`src/hw/rtl/chnbp_pkg.sv`:
```
// chnbp_pkg: types, constants and helpers shared by the next-byte predictor.
// No dependencies.
`default_nettype none

package chnbp_pkg;

	localparam int TABLE_DEPTH = 4096;
	localparam int IDX_W       = $clog2(TABLE_DEPTH);
	localparam int MAX_ORDER   = 8;
	localparam int ORDER_W     = 4;
	localparam int KEY_W       = 64;
	localparam int CNT_W       = 32;

	localparam logic [KEY_W-1:0]   HASH_MULT   = 64'd1099511628211;
	localparam logic [ORDER_W-1:0] ORDER_RESET = ORDER_W'(MAX_ORDER);

	typedef struct packed {
		logic [7:0] data_byte;
		logic       restart;
	} item_t;

	typedef struct packed {
		logic             context_ready;
		logic             hit;
		logic [7:0]       predicted_byte;
		logic             correct;
		logic [CNT_W-1:0] total_count;
		logic [CNT_W-1:0] covered_count;
		logic [CNT_W-1:0] correct_count;
	} result_t;

	typedef struct packed {
		logic             used;
		logic [KEY_W-1:0] key;
		logic [7:0]       follower;
	} entry_t;

	typedef struct packed {
		logic clear_step;
		logic load;
		logic hash;
		logic read;
		logic compare;
		logic finish;
	} dp_cmd_t;

	typedef struct packed {
		logic clear_last;
		logic ctx_ready;
		logic probe_done;
		logic out_free;
	} dp_stat_t;

	function automatic logic [CNT_W-1:0] sat_inc(input logic [CNT_W-1:0] v);
		return (v == '1) ? v : v + CNT_W'(1);
	endfunction

endpackage

`default_nettype wire

```
`src/hw/rtl/chnbp_ctrl.sv`:
```
// chnbp_ctrl: sequencer for table clearing, hashing, probing and result hand-off.
// Depends on chnbp_pkg.
`default_nettype none

module chnbp_ctrl import chnbp_pkg::*; (
	input  wire logic     clk,
	input  wire logic     arst_n,
	input  wire logic     item_valid,
	input  wire logic     item_restart,
	output logic          item_stall,
	input  wire dp_stat_t stat,
	output dp_cmd_t       cmd
);

	typedef enum logic [5:0] {
		ST_CLEAR = 6'b000001,
		ST_IDLE  = 6'b000010,
		ST_HASH  = 6'b000100,
		ST_READ  = 6'b001000,
		ST_CMP   = 6'b010000,
		ST_FIN   = 6'b100000
	} state_t;

	state_t state_q, state_d;
	logic   pend_q, pend_d;

	always_comb begin
		state_d = state_q;
		pend_d  = pend_q;
		cmd     = '0;
		case (state_q)
			ST_CLEAR: begin
				cmd.clear_step = 1'b1;
				if (stat.clear_last) begin
					state_d = pend_q ? ST_HASH : ST_IDLE;
					pend_d  = 1'b0;
				end
			end
			ST_IDLE: begin
				if (item_valid) begin
					cmd.load = 1'b1;
					pend_d   = item_restart;
					state_d  = item_restart ? ST_CLEAR : ST_HASH;
				end
			end
			ST_HASH: begin
				cmd.hash = 1'b1;
				state_d  = ST_READ;
			end
			ST_READ: begin
				cmd.read = 1'b1;
				state_d  = stat.ctx_ready ? ST_CMP : ST_FIN;
			end
			ST_CMP: begin
				cmd.compare = 1'b1;
				state_d     = stat.probe_done ? ST_FIN : ST_READ;
			end
			ST_FIN: begin
				cmd.finish = stat.out_free;
				if (stat.out_free)
					state_d = ST_IDLE;
			end
			default: begin
				state_d = ST_CLEAR;
				pend_d  = 1'b0;
			end
		endcase
	end

	always_ff @(posedge clk or negedge arst_n) begin
		if (!arst_n) begin
			state_q <= ST_CLEAR;
			pend_q  <= 1'b0;
		end else begin
			state_q <= state_d;
			pend_q  <= pend_d;
		end
	end

	assign item_stall = (state_q != ST_IDLE);

endmodule

`default_nettype wire

```
`config.mk`:
```
export PLATFORM = sky130hd
export DESIGN_NAME = chnbp_ctrl
export DESIGN_NICKNAME = d
export VERILOG_FILES = /design/src/hw/rtl/chnbp_pkg.sv /design/src/hw/rtl/chnbp_ctrl.sv
export SDC_FILE = /design/constraint.sdc
export NUM_CORES = 1
export LEC_CHECK = 0
export ABC_AREA = 1
export BUFFER_PORTS_ARGS = -buffer_cell sky130_fd_sc_hd__buf_4
export CORE_AREA = 2 2 39 41
export DETAILED_ROUTE_END_ITERATION = 10
export DIE_AREA = 0 0 41 43
export SKIP_CTS_REPAIR_TIMING = 1
export SYNTH_ARGS = -nofsm -noshare
export SYNTH_HDL_FRONTEND = slang
export SYNTH_SLANG_ARGS = --single-unit
```
`constraint.sdc`:
```
create_clock -name clk -period 1.4 [get_ports clk]
set_input_delay 0.07 -clock clk [delete_from_list [all_inputs] [get_ports clk]]
set_output_delay 0.07 -clock clk [all_outputs]
set_load 0.02 [all_outputs]
```
Word-level counts from Yosys, hierarchy flattened
Index checks and enable logic that the tools add are counted.
{"block": "totals", "reg_bits": 7, "latch_bits": 0, "mem_bits_rw": 0, "mem_bits_ro": 0, "out_inout_bits": 7, "elab_cells": 34, "mem_count": 0}
{"block": "op_classes", "addsub": 0, "multipliers": 0, "div_mod_pow": 0, "order_cmp": 0, "n_eq_ne": 10, "n_shift": 0, "n_mux": 18, "bitwise": 1, "reduce_logical": 3}
{"operator": "one-hot mux 6 bit (6 select lines)", "count": 1}
{"operator": "2-to-1 mux 6 bit", "count": 5}
{"operator": "2-to-1 mux 1 bit", "count": 9}
{"operator": "== test 6 x 1 -> 1 bit (second input constant)", "count": 1}
{"operator": "== test 6 x 2 -> 1 bit (second input constant)", "count": 1}
{"operator": "== test 6 x 3 -> 1 bit (second input constant)", "count": 1}
{"operator": "== test 6 x 4 -> 1 bit (second input constant)", "count": 1}
{"operator": "== test 6 x 5 -> 1 bit (second input constant)", "count": 1}
{"operator": "== test 6 bit (second input constant)", "count": 1}
{"operator": "2-to-1 mux 3 bit", "count": 2}
{"operator": "inequality test 2 bit (second input constant)", "count": 3}
{"operator": "inequality test 6 x 2 -> 1 bit (second input constant)", "count": 1}
{"operator": "AND reduction 3 bit", "count": 2}
{"operator": "OR reduction 4 bit", "count": 1}
{"operator": "one-hot mux 1 bit (3 select lines)", "count": 1}
{"operator": "NOT 1 bit", "count": 1}

Logic depth before layout (Yosys ltp)
{"block": "logic_depth", "depth_word": 4, "ltp_mapped": 8, "depth_no_buf": 8}

Least setup slack after synthesis
No wires, ideal clock.
{"block": "synth_path", "path_kind": "reg-to-reg", "startpoint": "register state_q[3]", "endpoint": "register state_q[5]", "setup_ns": 0.087, "t_arrival_ns": 1.150, "required_ns": 1.313, "setup_slack_ns": 0.164, "stages_incl_launch_ff": 6, "path_buffers": 0, "path_cell_list": "dfrtp_1 > nor2_2 > nand2_2 > nor2_1 > nand2_1 > o211ai_1"}
{"block": "synth_between", "elab_chain_cells": 3, "word_cells_on_any_way": 11}
{"element": "start: declaration", "line_no": "chnbp_ctrl.sv:24", "source": "state_t state_q, state_d;"}
{"element": "start signal: assignment", "line_no": "chnbp_ctrl.sv:75", "source": "state_q <= state_d;"}
{"element": "== test 6 bit (tied with other cells)", "line_no": "chnbp_ctrl.sv:31", "source": "case (state_q)"}
{"element": "inequality test 2 bit (no source line)"}
{"element": "AND reduction 3 bit (no source line)"}
Several ways; a longest one is shown, not always the timed one.
A chain may end at the register's enable or synchronous reset.

==> out/qor.yml <==
drcViolationCount: 0
grt_max_degree: 8
drt-pass1-iter-count: 5
pre_cts_ws_ps: 102
synth_top_area_share_pct: 28.0
worst_slew_pin_slew_ps: 252
placed_area_um2: 662
coreArea_um2: 1380
cts.reportedPaths.clkPinSlew_ps: 50
cts_max_path_buffers: 2
max_freq_ghz: 0.711
antenna_found_initial: 0
ant_nets: 0
setup_viol: 2
fin_nets: 116
status: "finished, violations left"
finalClockSkew_ps: 4.64
finalHoldViolCount: 0
synth.distinct_cells: 19
grt_pass1_wl_um: 1960
finalPower_w: 0.00141
final_cell_mix: "20 x buf_4, 17 x inv_1, 12 x nand2_1, 9 x nor2_1, 7 x nor2_4"
ys_top_cells_by_area: "dfrtp_1 28%, inv_1 13%, nand2_1 11%"
cp.arrival_ps: 1340
dp_hpwl_um: 994
endpoint_kind: "output port"
fin_crit_ps: 1410
p_leak_nw: 0.438
num_vias: 572
fin_setup_tns_ps: -12.7
die_w_um: 41
final_area_um2: 793
relSlewSlack_pct: 83.1
cts_made_buffers: 3
min_path_type: "in -> reg"
row_count: 14
cts_tree: "yes"
slew_viol_final: 0
rsz0062_at_grt: "yes"
io_pins: 15
layout.cells.non_filler: 123
die_y_um: 43
dp_cells: 111
cts_root_buf: "clkbuf_4"
gp_congestion: 0.782
start_util_pct: 38.8
violations: "setup timing"
clock-sinks: 7
fill_cells: 124
ir_drop_uv: 613
setup.worst_path.start_class: "register"
setup_ws_ps: -7.00
clkLatencyLatePin_ps: 250
die_area_um2: 1760
critical_path_peak_fanout: 4
synth_top_cell_by_area: "dfrtp_1"
grt_use_total_pct: 17.1
finalCritPeriodShare_pct: 101
syn_inst: 81
grt_pass1_vias: 503
drive_above_1_share_pct: 43.0
cp-startpoint: "state_q[5]"
hold_start: "stat[2]"
maxCapViolCount: 0
crit_required_ps: 1330
syn_area_per_cell_um2: 6.63
ys_seq_area_share_pct: 32.9
ys_ff_latch: 7
worstReg2RegStart: "state_q[0]"
crit_type: "reg -> out"
viasPerCell: 4.65
area_growth_pct: 47.8
yosys_warnings: 0
antenna_cells: 0
wl_um: 1310
grt_overflow_total: 0
power_density_nw_per_um2: 1770
wl_per_cell_um: 10.7
htree_levels: 1
drt_iter0_drc: 18
portBuffers: 14
synth_nets: 89
synth_area_um2: 537
layout_commonest_cell: "buf_4"
[per-layer routing]
metal  part of all wire (%)  wire [um]  up-vias  GRT usage [%]
met5                      0          0        -              0
met4                   0.76         10        0           12.0
met3                    3.5         46        2           3.14
met2                     55        723       10           27.8
met1                     41        532      263           18.6
li1                       -          -      297              -
[cells by family (layout without fill, tap and decap cells)]
logic type	Yosys count	after routing	share of synthesized area, %
AND/OR/NAND/NOR	43	43	42.0
buffers and inverters	21	47	14.7
AO/OA/AOI/OAI	10	10	10.5
flip-flops	7	7	32.9
[Yosys cell counts]
cell / instances
nand2_4: 1
nand3_1: 2
nor2_4: 4
nor2_1: 11
o32ai_1: 1
nand4_1: 2
nand2_1: 16
inv_2: 2
dfstp_2: 1
or2_0: 1
o211ai_1: 1
o21ai_1: 1
nand3b_1: 1
dfrtp_1: 6
inv_1: 19
nand2_2: 3
a21oi_1: 4
nor2_2: 2
o21ai_0: 3
[through the flow]
stage / hold slack (ps) / util [%]
after floorplan: -226 / -
after global placement: -112 / 47.8
after detailed placement: -112 / 47.8
after CTS: -386 / 49.7
after global routing: 38.8 / 57.3
final: 42.8 / 57.3
[power by group]
group / switching (W) / internal [W]
clock network: 0.0000699 / 0.000108
logic: 0.000506 / 0.000399
registers: 0.0000562 / 0.000268
[state kept, by name, summed over array words and instances, names as in the netlist]
register / count
pend_q: 1
state_q: 6
[worst max-delay path, cell delays in order (launching register included)]
cell and delay, ps:
dfrtp_1 410, nor2_2 200, nand2_2 110, inv_1 110, nand2_2 80, inv_1 60, buf_4 130
[cell type report]
cell class              count  area (um^2)  area share (%)
clock buffers               4         26.3            3.31
inverters                  21         78.8            9.94
flip-flops and latches      7          176            22.2
multi-input cells          53          320            40.4
repair buffers             22          171            21.6
well taps                  16         20.0            2.52
[worst paths after layout]
path / to / slack (ps) / cells after the start
worst min register to register: pend_q / 500 / 2
worst max register to register: state_q[2] / 80 / 7
max in group asynchronous: state_q[0] / 1030 / 2
worst max-delay path: cmd[2] / -7 / 6
worst min-delay path: state_q[5] / 40 / 2
min in group asynchronous: state_q[1] / 170 / 2
No activity file was read; power rests on OpenSTA's default activity.
